--- src/hw/rtl/utf8ws_pkg.sv ---
`timescale 1ns / 1ps
// ----------------------------------------------------------------------------
// UTF-8 word splitter package
// Shared types, constants and character classification functions.
// ----------------------------------------------------------------------------
package utf8ws_pkg;

	localparam int unsigned MaxTextBytes = 65536;
	localparam logic [15:0] PosCap = (MaxTextBytes - 1 < 65535) ?
		16'(MaxTextBytes - 1) : 16'hFFFF;

	localparam int InTdataW  = 8;
	localparam int OutTdataW = 40;
	localparam int NumSlots  = 6;

	localparam logic [1:0] KindCjk   = 2'd0;
	localparam logic [1:0] KindAlpha = 2'd1;
	localparam logic [1:0] KindDigit = 2'd2;
	localparam logic [1:0] KindOther = 2'd3;

	typedef enum logic [1:0] {
		MODE_IDLE  = 2'd0,
		MODE_ALPHA = 2'd1,
		MODE_DIGIT = 2'd2
	} mode_t;

	typedef struct packed {
		logic [15:0] word_start;
		logic [15:0] word_end;
		logic [1:0]  word_kind;
		logic        last_in_run;
	} res_t;

	typedef struct packed {
		logic valid;
		res_t res;
	} slot_t;

	// Outcome of handing one decoded character to the word scanner.
	typedef struct packed {
		mode_t       mode;
		logic [15:0] ws;
		logic [15:0] we;
		slot_t       flush;
		slot_t       single;
	} take_t;

	function automatic logic [15:0] sat_add(input logic [15:0] a, input logic [2:0] n);
		logic [16:0] sum;
		sum = {1'b0, a} + 17'(n);
		if (sum > {1'b0, PosCap}) begin
			return PosCap;
		end
		return sum[15:0];
	endfunction

	function automatic logic in_range(input logic [20:0] v, input logic [20:0] lo,
		input logic [20:0] hi);
		return (v >= lo) && (v <= hi);
	endfunction

	function automatic logic cp_is_cjk(input logic [20:0] cp);
		return in_range(cp, 21'h4E00, 21'h9FFF) || in_range(cp, 21'h3400, 21'h4DBF) ||
			in_range(cp, 21'hF900, 21'hFAFF) || in_range(cp, 21'h3040, 21'h30FF);
	endfunction

	function automatic logic cp_is_letter(input logic [20:0] cp);
		return in_range(cp, 21'h61, 21'h7A) || in_range(cp, 21'h41, 21'h5A) ||
			in_range(cp, 21'h00C0, 21'h024F) || in_range(cp, 21'h0400, 21'h04FF) ||
			in_range(cp, 21'h0370, 21'h03FF) || in_range(cp, 21'h0600, 21'h06FF) ||
			in_range(cp, 21'h0900, 21'h097F) || in_range(cp, 21'h0E00, 21'h0E7F) ||
			in_range(cp, 21'h1E00, 21'h1EFF) || in_range(cp, 21'hAC00, 21'hD7AF) ||
			in_range(cp, 21'h1100, 21'h11FF);
	endfunction

	function automatic take_t take_char(input logic [20:0] cp, input logic [15:0] cs,
		input logic [2:0] len, input mode_t mode, input logic [15:0] ws,
		input logic [15:0] we);
		take_t       t;
		logic [15:0] cend;
		logic        is_ws;
		cend = sat_add(cs, len);
		is_ws = (len == 3'd1) && ((cp == 21'h20) || (cp == 21'h09) ||
			(cp == 21'h0A) || (cp == 21'h0D));
		t = '0;
		t.mode = mode;
		t.ws = ws;
		t.we = we;
		if (mode == MODE_ALPHA) begin
			if (cp_is_letter(cp) || (cp == 21'h2D) || (cp == 21'h5F)) begin
				t.we = cend;
				return t;
			end
			t.flush.valid = 1'b1;
			t.flush.res = '{word_start: ws, word_end: we, word_kind: KindAlpha,
				last_in_run: 1'b0};
			t.mode = MODE_IDLE;
		end
		if (is_ws) begin
			return t;
		end
		if (cp_is_cjk(cp)) begin
			t.single.valid = 1'b1;
			t.single.res = '{word_start: cs, word_end: cend, word_kind: KindCjk,
				last_in_run: 1'b0};
		end else if (cp_is_letter(cp)) begin
			t.mode = MODE_ALPHA;
			t.ws = cs;
			t.we = cend;
		end else if ((len == 3'd1) && in_range(cp, 21'h30, 21'h39)) begin
			t.mode = MODE_DIGIT;
			t.ws = cs;
			t.we = cend;
		end else begin
			t.single.valid = 1'b1;
			t.single.res = '{word_start: cs, word_end: cend, word_kind: KindOther,
				last_in_run: 1'b0};
		end
		return t;
	endfunction

endpackage

--- src/hw/rtl/utf8_word_splitter_top.sv ---
`timescale 1ns / 1ps
// ----------------------------------------------------------------------------
// UTF-8 word splitter
// Decodes a UTF-8 byte stream and reports word spans with their kind.
// ----------------------------------------------------------------------------
// Channel  | Dir | tdata (low bit up)                       | tlast
// s_axis   | in  | text_byte[7:0]                           | end_of_text
// m_axis   | out | word_start[15:0], word_end[31:16],       | last_in_run
//          |     | word_kind[33:32], zero fill [39:34]      |
//
// One text byte is taken per cycle while the queue has room. A byte is held
// in the input register, then its words go into a four-entry result queue
// read at one beat per cycle while m_axis_tready is high. The input register
// moves on only while the queue has room for two words.
// Reset clears the scan state and empties the queue; the text offset restarts
// at zero after each end of text.
// ----------------------------------------------------------------------------
module utf8_word_splitter_top (
	input  logic                              clk,
	input  logic                              arst_n,
	input  logic                              s_axis_tvalid,
	output logic                              s_axis_tready,
	input  logic [utf8ws_pkg::InTdataW-1:0]   s_axis_tdata,  // text_byte
	input  logic                              s_axis_tlast,  // end_of_text
	output logic                              m_axis_tvalid,
	input  logic                              m_axis_tready,
	output logic [utf8ws_pkg::OutTdataW-1:0]  m_axis_tdata,  // start, end, kind
	output logic                              m_axis_tlast   // last_in_run
);

	// Input register.
	logic       valid_s1;
	logic [7:0] byte_s1;
	logic       eot_s1;
	logic       fire_s1;

	// Scan state.
	logic [15:0]       byte_position_q;
	utf8ws_pkg::mode_t scan_mode_q;
	logic [15:0]       word_start_q;
	logic [15:0]       word_end_q;
	logic [15:0]       char_start_q;
	logic [20:0]       cp_acc_q;
	logic [1:0]        bytes_left_q;
	logic [2:0]        char_len_q;

	// Result queue.
	utf8ws_pkg::res_t fifo_q [4];
	logic [1:0]       wr_ptr_q;
	logic [1:0]       rd_ptr_q;
	logic [2:0]       count_q;
	logic             room;
	logic             pop;

	// Next-state values.
	logic [15:0]       pos_d;
	utf8ws_pkg::mode_t mode_d;
	logic [15:0]       ws_d;
	logic [15:0]       we_d;
	logic [15:0]       cs_d;
	logic [20:0]       acc_d;
	logic [1:0]        bl_d;
	logic [2:0]        clen_d;
	utf8ws_pkg::res_t  r0;
	utf8ws_pkg::res_t  r1;
	logic [1:0]        nres;

	assign room = (count_q <= 3'd2);
	assign fire_s1 = valid_s1 && room;
	assign s_axis_tready = !valid_s1 || room;
	assign pop = m_axis_tvalid && m_axis_tready;

	always_ff @(posedge clk or negedge arst_n) begin
		if (!arst_n) begin
			valid_s1 <= 1'b0;
		end else if (s_axis_tready) begin
			valid_s1 <= s_axis_tvalid;
		end
	end

	always_ff @(posedge clk) begin
		if (s_axis_tready && s_axis_tvalid) begin
			byte_s1 <= s_axis_tdata;
			eot_s1 <= s_axis_tlast;
		end
	end

	always_comb begin
		utf8ws_pkg::slot_t slots [utf8ws_pkg::NumSlots];
		utf8ws_pkg::take_t tc1;
		utf8ws_pkg::take_t tc2;
		logic              do_tc1;
		logic              fresh;
		logic [2:0]        len;
		logic [20:0]       lead_acc;
		logic [1:0]        n;

		for (int i = 0; i < utf8ws_pkg::NumSlots; i++) begin
			slots[i] = '0;
		end
		pos_d = byte_position_q;
		mode_d = scan_mode_q;
		ws_d = word_start_q;
		we_d = word_end_q;
		cs_d = char_start_q;
		acc_d = cp_acc_q;
		bl_d = bytes_left_q;
		clen_d = char_len_q;
		do_tc1 = 1'b0;
		fresh = 1'b0;

		case (byte_s1) inside
			8'b0???_????: begin
				len = 3'd1;
				lead_acc = 21'(byte_s1);
			end
			8'b110?_????: begin
				len = 3'd2;
				lead_acc = 21'(byte_s1[4:0]);
			end
			8'b1110_????: begin
				len = 3'd3;
				lead_acc = 21'(byte_s1[3:0]);
			end
			default: begin
				len = 3'd4;
				lead_acc = 21'(byte_s1[2:0]);
			end
		endcase

		if (bytes_left_q != 2'd0) begin
			acc_d = {cp_acc_q[14:0], byte_s1[5:0]};
			bl_d = bytes_left_q - 2'd1;
			do_tc1 = (bl_d == 2'd0);
		end else begin
			fresh = 1'b1;
			if (scan_mode_q == utf8ws_pkg::MODE_DIGIT) begin
				if ((byte_s1 >= 8'h30) && (byte_s1 <= 8'h39)) begin
					we_d = utf8ws_pkg::sat_add(byte_position_q, 3'd1);
					fresh = 1'b0;
				end else begin
					slots[0].valid = 1'b1;
					slots[0].res = '{word_start: word_start_q, word_end: word_end_q,
						word_kind: utf8ws_pkg::KindDigit, last_in_run: 1'b0};
					mode_d = utf8ws_pkg::MODE_IDLE;
				end
			end
			if (fresh) begin
				cs_d = byte_position_q;
				clen_d = len;
				acc_d = lead_acc;
				bl_d = 2'(len - 3'd1);
				do_tc1 = (len == 3'd1);
			end
		end

		tc1 = utf8ws_pkg::take_char(acc_d, cs_d, clen_d, mode_d, ws_d, we_d);
		if (do_tc1) begin
			mode_d = tc1.mode;
			ws_d = tc1.ws;
			we_d = tc1.we;
			slots[1] = tc1.flush;
			slots[2] = tc1.single;
		end

		// A character cut short by the end of text is classified from what came.
		tc2 = utf8ws_pkg::take_char(acc_d, cs_d, clen_d, mode_d, ws_d, we_d);
		if (eot_s1) begin
			if (bl_d != 2'd0) begin
				mode_d = tc2.mode;
				ws_d = tc2.ws;
				we_d = tc2.we;
				slots[3] = tc2.flush;
				slots[4] = tc2.single;
			end
			if (mode_d == utf8ws_pkg::MODE_ALPHA) begin
				slots[5].valid = 1'b1;
				slots[5].res = '{word_start: ws_d, word_end: we_d,
					word_kind: utf8ws_pkg::KindAlpha, last_in_run: 1'b0};
			end else if (mode_d == utf8ws_pkg::MODE_DIGIT) begin
				slots[5].valid = 1'b1;
				slots[5].res = '{word_start: ws_d, word_end: we_d,
					word_kind: utf8ws_pkg::KindDigit, last_in_run: 1'b0};
			end
			pos_d = '0;
			mode_d = utf8ws_pkg::MODE_IDLE;
			ws_d = '0;
			we_d = '0;
			cs_d = '0;
			acc_d = '0;
			bl_d = '0;
			clen_d = '0;
		end else begin
			pos_d = utf8ws_pkg::sat_add(byte_position_q, 3'd1);
		end

		// At most two words per byte; later ones are dropped.
		r0 = '0;
		r1 = '0;
		n = 2'd0;
		for (int i = 0; i < utf8ws_pkg::NumSlots; i++) begin
			if (slots[i].valid) begin
				if (n == 2'd0) begin
					r0 = slots[i].res;
					n = 2'd1;
				end else if (n == 2'd1) begin
					r1 = slots[i].res;
					n = 2'd2;
				end
			end
		end
		if (n == 2'd1) begin
			r0.last_in_run = 1'b1;
		end
		if (n == 2'd2) begin
			r1.last_in_run = 1'b1;
		end
		nres = n;
	end

	always_ff @(posedge clk or negedge arst_n) begin
		if (!arst_n) begin
			byte_position_q <= '0;
			scan_mode_q <= utf8ws_pkg::MODE_IDLE;
			word_start_q <= '0;
			word_end_q <= '0;
			char_start_q <= '0;
			cp_acc_q <= '0;
			bytes_left_q <= '0;
			char_len_q <= '0;
		end else if (fire_s1) begin
			byte_position_q <= pos_d;
			scan_mode_q <= mode_d;
			word_start_q <= ws_d;
			word_end_q <= we_d;
			char_start_q <= cs_d;
			cp_acc_q <= acc_d;
			bytes_left_q <= bl_d;
			char_len_q <= clen_d;
		end
	end

	always_ff @(posedge clk or negedge arst_n) begin
		if (!arst_n) begin
			wr_ptr_q <= '0;
			rd_ptr_q <= '0;
			count_q <= '0;
		end else begin
			if (fire_s1) begin
				wr_ptr_q <= wr_ptr_q + nres;
			end
			if (pop) begin
				rd_ptr_q <= rd_ptr_q + 2'd1;
			end
			count_q <= count_q + (fire_s1 ? 3'(nres) : 3'd0) - (pop ? 3'd1 : 3'd0);
		end
	end

	always_ff @(posedge clk) begin
		if (fire_s1 && (nres != 2'd0)) begin
			fifo_q[wr_ptr_q] <= r0;
		end
		if (fire_s1 && (nres == 2'd2)) begin
			fifo_q[wr_ptr_q + 2'd1] <= r1;
		end
	end

	assign m_axis_tvalid = (count_q != 3'd0);
	assign m_axis_tdata = {6'd0, fifo_q[rd_ptr_q].word_kind, fifo_q[rd_ptr_q].word_end,
		fifo_q[rd_ptr_q].word_start};
	assign m_axis_tlast = fifo_q[rd_ptr_q].last_in_run;

endmodule

--- config.mk ---
export PLATFORM = sky130hd
export DESIGN_NAME = utf8_word_splitter_top
export DESIGN_NICKNAME = d
export VERILOG_FILES = /design/src/hw/rtl/utf8ws_pkg.sv /design/src/hw/rtl/utf8_word_splitter_top.sv
export SDC_FILE = /design/constraint.sdc
export NUM_CORES = 1
export LEC_CHECK = 0
export BUFFER_PORTS_ARGS = -buffer_cell sky130_fd_sc_hd__buf_2
export CORE_MARGIN = 2
export CORE_UTILIZATION = 68
export CTS_CLUSTER_SIZE = 14
export DETAILED_ROUTE_END_ITERATION = 7
export PLACE_DENSITY = 0.86
export SYNTH_ARGS = -nofsm -noshare
export SYNTH_HDL_FRONTEND = slang
export SYNTH_SLANG_ARGS = --single-unit
--- constraint.sdc ---
create_clock -name clk -period 14.8 [get_ports clk]
set_input_delay 0.74 -clock clk [delete_from_list [all_inputs] [get_ports clk]]
set_output_delay 0.74 -clock clk [all_outputs]
set_load 0.02 [all_outputs]
; ---- Word-level counts from Yosys, hierarchy flattened
; Memories as Yosys holds them, arrays and structs flattened.
; Cells that the tools add are included.
[classes]
muxes = 148
n_lt_le_gt_ge = 37
n_eq_ne = 22
n_reduce_logical = 54
add_sub_neg = 9
[op_table]
columns = operator, count
row1 = $mux W106, 10
row2 = $mux W35, 26
row3 = $mux W36, 10
row4 = $mux W16, 20
row5 = $mux W34, 6
row6 = $mux W72, 2
row7 = $mux W108, 1
row8 = $mux W52, 2
row9 = $eq A21 B4 Y1 const B, 3
row10 = $le A21 B16 Y1 const B, 3
row11 = $mux W21, 3
row12 = $mux W2, 30
row13 = $eq A21 B6 Y1 const B, 2
row14 = $ge A21 B11 Y1 const B, 2
row15 = $ge A21 B12 Y1 const B, 2
row16 = $ge A21 B13 Y1 const B, 2
row17 = $ge A21 B14 Y1 const B, 2
row18 = $ge A21 B16 Y1 const B, 2
row19 = $ge A21 B7 Y1 const B, 2
row20 = $le A21 B10 Y1 const B, 2
row21 = $le A21 B11 Y1 const B, 2
row22 = $le A21 B12 Y1 const B, 2
row23 = $le A21 B13 Y1 const B, 2
row24 = $le A21 B7 Y1 const B, 2
row25 = 35 further kinds, 130
[word_totals]
mem_bits_rw = 140
out_inout_bits = 43
register_bits = 109
wordCells = 285
input_bits = 13
n_memories = 1
[mem_list]
columns = name, words, width, rd, rd_clocked_by_memory_dff, write_ports, line_no
row1 = fifo_q, 4, 35, 1, 0, 2, utf8_word_splitter_top.sv:48  ; utf8ws_pkg::res_t fifo_q [4];

; ---- Depth between registers and ports, before layout
[depth]
depth_word = 59
depth_mapped = 36
depth_no_buf = 31

; ---- Worst setup path after synthesis
; OpenSTA, ideal clock, no wires.
[synth_path]
path_type = flip-flop to flip-flop
startpoint = register scan_mode_q[0]
endpoint = memory fifo_q[1][0] (netlist bit) (enable)
setup_slack_ps = 6013
setup_ps = 471
required_time_ps = 14329
t_arrival_ps = 8317
path_stages_with_launch = 31
path_buffers = 5
synth_period_minus_slack_ps = 8787
cell_sequence = dfrtp_1 -> buf_6 -> or4b_1 -> buf_4 -> o41ai_4 -> and3b_1 -> nand4_2 -> a2111oi_0 -> a311o_1 -> a221oi_2 -> and3_1 -> buf_4 -> buf_2 -> nand2_1 -> inv_1 -> buf_2 -> ha_1 -> a21oi_1 -> ha_1 -> nand2_1 -> mux2i_1 -> nor2_1 -> ha_1 -> inv_1 -> o21ai_0 -> ha_1 -> a32oi_1 -> o31ai_4 -> nand2_1 -> o21ai_0 -> nor3_1
[synth_lines]
columns = element, line_no
row1 = "start, declared", utf8_word_splitter_top.sv:39  ; utf8ws_pkg::mode_t scan_mode_q;
row2 = "start signal, assigned", utf8_word_splitter_top.sv:224  ; scan_mode_q <= utf8ws_pkg::MODE_IDLE;
row3 = "start signal, assigned", utf8_word_splitter_top.sv:233  ; scan_mode_q <= mode_d;
row4 = "end, declared", utf8_word_splitter_top.sv:48

==> flow_summary.yaml <==
outcome:
  status: "finished, final reports clean"
sta:
  max_freq_mhz: 105.5
  finalCriticalPeriod_ns: 9.482
  finalHoldViolations: 0
  layout_setup_ws_ns: 5.318
  setup_tns_ns: 0
  finalMaxSlewViolations: 0
  finalCritPeriodShare: 0.6407
  relSlewSlack: 0.1645
  setup_viol: 0
  clock_skew_ns: 0.01264
  worst_pin_slew_ns: 1.253
  rsz0062_at_grt: "no"
pwr:
  p_clk_frac: 0.151
  totalPowerFinal_mw: 4.711
  p_seq_frac: 0.262
  intPower_mw: 2.490
  power_density_nw_per_um2: 263.1
  comb_power_share: 0.587
  switching_share: 0.4714
  p_leak_nw: 7.106
  p_switching_mw: 2.221
  vdd_drop_max_v: 0.0002008
floorplan:
  design.portCount: 56
  rows: 57
  die_h_um: 160.4
  die_w_um: 160.4
  initial_core_util: 0.6876
  dieArea_um2: 25710
  core_um2: 24180
routing:
  drt_iter0_drc: 2456
  drc: 0
  vias: 14350
  viasPerCell: 7.407
  wl_per_cell_um: 26.65
  ant_nets: 0
  first_pass_iters: 7
  drt-total-wl_mm: 51.63
synth:
  synth_edf_count: 149
  synthSimpleGateAreaFrac: 0.1299
  ys_seq_area_frac: 0.4197
  synth-adder-area-share: 0.02047
  synth-compound-area-share: 0.1974
  synthXorXnorAreaFrac: 0.01528
  synth_cells: 1607
  synth-seq-cells: 249
  ys.flop_type: "edfxtp_1"
  synth_cell_types: 97
  synth_top_family_by_area: "compound AO/OA/AOI/OAI gates"
  synth_mux_area_frac: 0.1729
  synthArstFlopShare: 0.4016
  synth.cell_area_um2: 16620
  syn_area_per_cell_um2: 10.34
  yosys_warnings: 0
worst_setup_path:
  crit_fanout: 28
  path_buf_inv: 3
  critPathMostFrequentCell: "ha_1"
  cpPeakStageDelay_ns: 1.17
  r2r_slack_ns: 5.32
  path_class: "reg2reg"
  cp_top_family: "simple AND/OR/NAND/NOR gates"
  worstPathRequired_ns: 15.17
  worstSetupEndpointType: "flip-flop"
  slowest_stage: "nor2_1"
  cp_data_arrival_time_ns: 9.85
  start_kind: "flip-flop"
run:
  drv_cap: 0
clocking:
  hold_buffers: 0
  cts_made_buffers: 28
  cts_buffer_depth: 3
  cts-root-buf: "clkbuf_16"
  clk_pin_slew_ns: 0.06
  cts_resized: 0
  cts_tree: "built"
  worstSkewPairLatency_ns: 0.56
  post_cts_buffers: 0
  cts_sinks: 249
  htreeDepth: 1
layout:
  fin_cells: 1937
  fin_nets: 1631
  area_growth_pct: 7.708
  layout-drive-gt1-share: 0.1531
  antenna_cells: 0
  fill_cells: 1621
global_routing:
  overflow: 0
  grt_pass1_vias: 13460
  antenna_found_initial: 0
  grt_use_total: 0.3978
  grt_pass1_wl_mm: 79.61
  grt_max_degree: 77
placed_design:
  pre_cts_slack_ns: 5.686
  portBuffers: 49
  hpwlAfterDp_mm: 35.70
  finalWeightedCongestion: 1.025
  dp_cells: 1886
worst_hold_path:
  hold_class: "in2async"
[worst reg2reg max path: cells and delay by family, from the launching register on]
family | cells | cell delay, ns
AND/OR/NAND/NOR | 8 | 3.55
AO/OA/AOI/OAI | 8 | 2.68
adder cells (fa/ha/maj) | 4 | 1.18
buffers and inverters | 3 | 0.70
flip-flops | 1 | 0.60
multiplexers | 2 | 0.60
[logic make-up (layout without fill, tap and decap cells)]
kind of cell,count (synthesis),in the layout
AND/OR/NAND/NOR,437,437
adder cells (fa/ha/maj),26,26
other,1,6
multiplexers,235,235
flip-flops,249,249
buffers and inverters,161,162
XOR/XNOR,29,29
AO/OA/AOI/OAI,469,469
[layout by cell type (no fill, tap or decap), types with 15 or more instances in the layout]
cell,instances
o22a_1,23
o21ai_0,111
nand2_1,161
a31oi_1,24
nand3_1,33
mux2_1,25
buf_2,48
a22o_1,31
edfxtp_1,149
nor2_1,106
o22ai_1,27
xnor2_1,22
nor3_1,18
a21oi_1,77
mux2_2,42
o21a_1,15
clkbuf_16,28
buf_4,27
a22oi_1,30
a221oi_1,16
mux4_2,35
dfrtp_1,99
ha_1,24
mux2i_1,133
inv_1,34
[registers in the layout (all words and copies together) (netlist names), 8 cells and up]
register         count
fifo_q             140
char_start_q        16
cp_acc_q            21
byte_s1              8
byte_position_q     16
word_start_q        16
word_end_q          16
[Yosys cell counts (9+ instances only)]
| library cell | number | area share |
|---|---|---|
| edfxtp_1 | 149 | 0.27 |
| o21a_1 | 15 | 0.0068 |
| inv_1 | 34 | 0.0077 |
| o22ai_1 | 28 | 0.011 |
| nand2b_1 | 9 | 0.0034 |
| a31oi_1 | 24 | 0.0090 |
| a21oi_1 | 79 | 0.024 |
| xnor2_1 | 22 | 0.012 |
| nand2_1 | 162 | 0.037 |
| dfrtp_1 | 100 | 0.15 |
| o211ai_1 | 10 | 0.0045 |
| clkbuf_1 | 75 | 0.017 |
| nor3_1 | 19 | 0.0057 |
| mux2_1 | 25 | 0.017 |
| a22oi_1 | 30 | 0.014 |
| nand3_1 | 33 | 0.0099 |
| nor2_1 | 109 | 0.025 |
| a22o_1 | 31 | 0.016 |
| o22a_1 | 23 | 0.012 |
| o21ai_0 | 111 | 0.033 |
| buf_2 | 14 | 0.0042 |
| buf_1 | 10 | 0.0023 |
| ha_1 | 24 | 0.018 |
| and2_1 | 11 | 0.0041 |
| mux4_2 | 35 | 0.047 |
| buf_4 | 22 | 0.0099 |
| nor2b_1 | 14 | 0.0053 |
| mux2_2 | 42 | 0.028 |
| mux2i_1 | 133 | 0.080 |
| nand4_1 | 14 | 0.0053 |
| a221oi_1 | 16 | 0.0084 |
[area by class of cell]
type,count,area (µm²),share of cell area
inverter,36,135.1,0.007547
clock buffer,33,729.5,0.04074
sequential,249,6978,0.3897
timing repair buffer,75,442.9,0.02474
multi-input combinational,1202,9009,0.5031
clock inverter,18,205.2,0.01146
tap,324,405.4,0.02264
[power by group through the flow]
stage | Clock [mW] | Sequential, mW | Combinational, mW
floorplan | 0 | 1.18 | 1.94
global placement | 0 | 1.21 | 2.57
detailed placement | 0 | 1.23 | 2.64
CTS | 0.711 | 1.23 | 2.69
global route | 0.737 | 1.25 | 2.93
finish | 0.713 | 1.23 | 2.77
[routing by layer]
metal / vias to the layer above / track usage / routed length (µm)
met5: - / 0 / 0
met4: 0 / 0.1441 / 2246
met3: 189 / 0.07696 / 6158
met2: 1167 / 0.6234 / 23420
met1: 6864 / 0.5597 / 19800
li1: 6128 / - / -
[through the flow]
stage | hold WS [ns] | util | area [µm²]
floorplan | 0.4444 | - | 16640
global placement | 0.4628 | 0.7019 | 16970
detailed placement | 0.4710 | 0.7019 | 16970
CTS | 0.08299 | 0.7406 | 17900
global route | 0.1127 | 0.7406 | 17900
finish | 0.07727 | 0.7406 | 17900
[path summary, 6_finish.rpt]
path | from | to | cells after the start
hold reg to reg | char_start_q[4] | char_start_q[4] | 2
setup / recovery | bytes_left_q[1] | fifo_q[3][25] | 25
max in group asynchronous | arst_n | byte_position_q[12] | 2
min in group clk | s_axis_tdata[6] | byte_s1[6] | 1
setup reg to reg | bytes_left_q[1] | fifo_q[3][25] | 25
hold / removal | arst_n | cp_acc_q[14] | 1
Power figures use the tool's default switching activity.
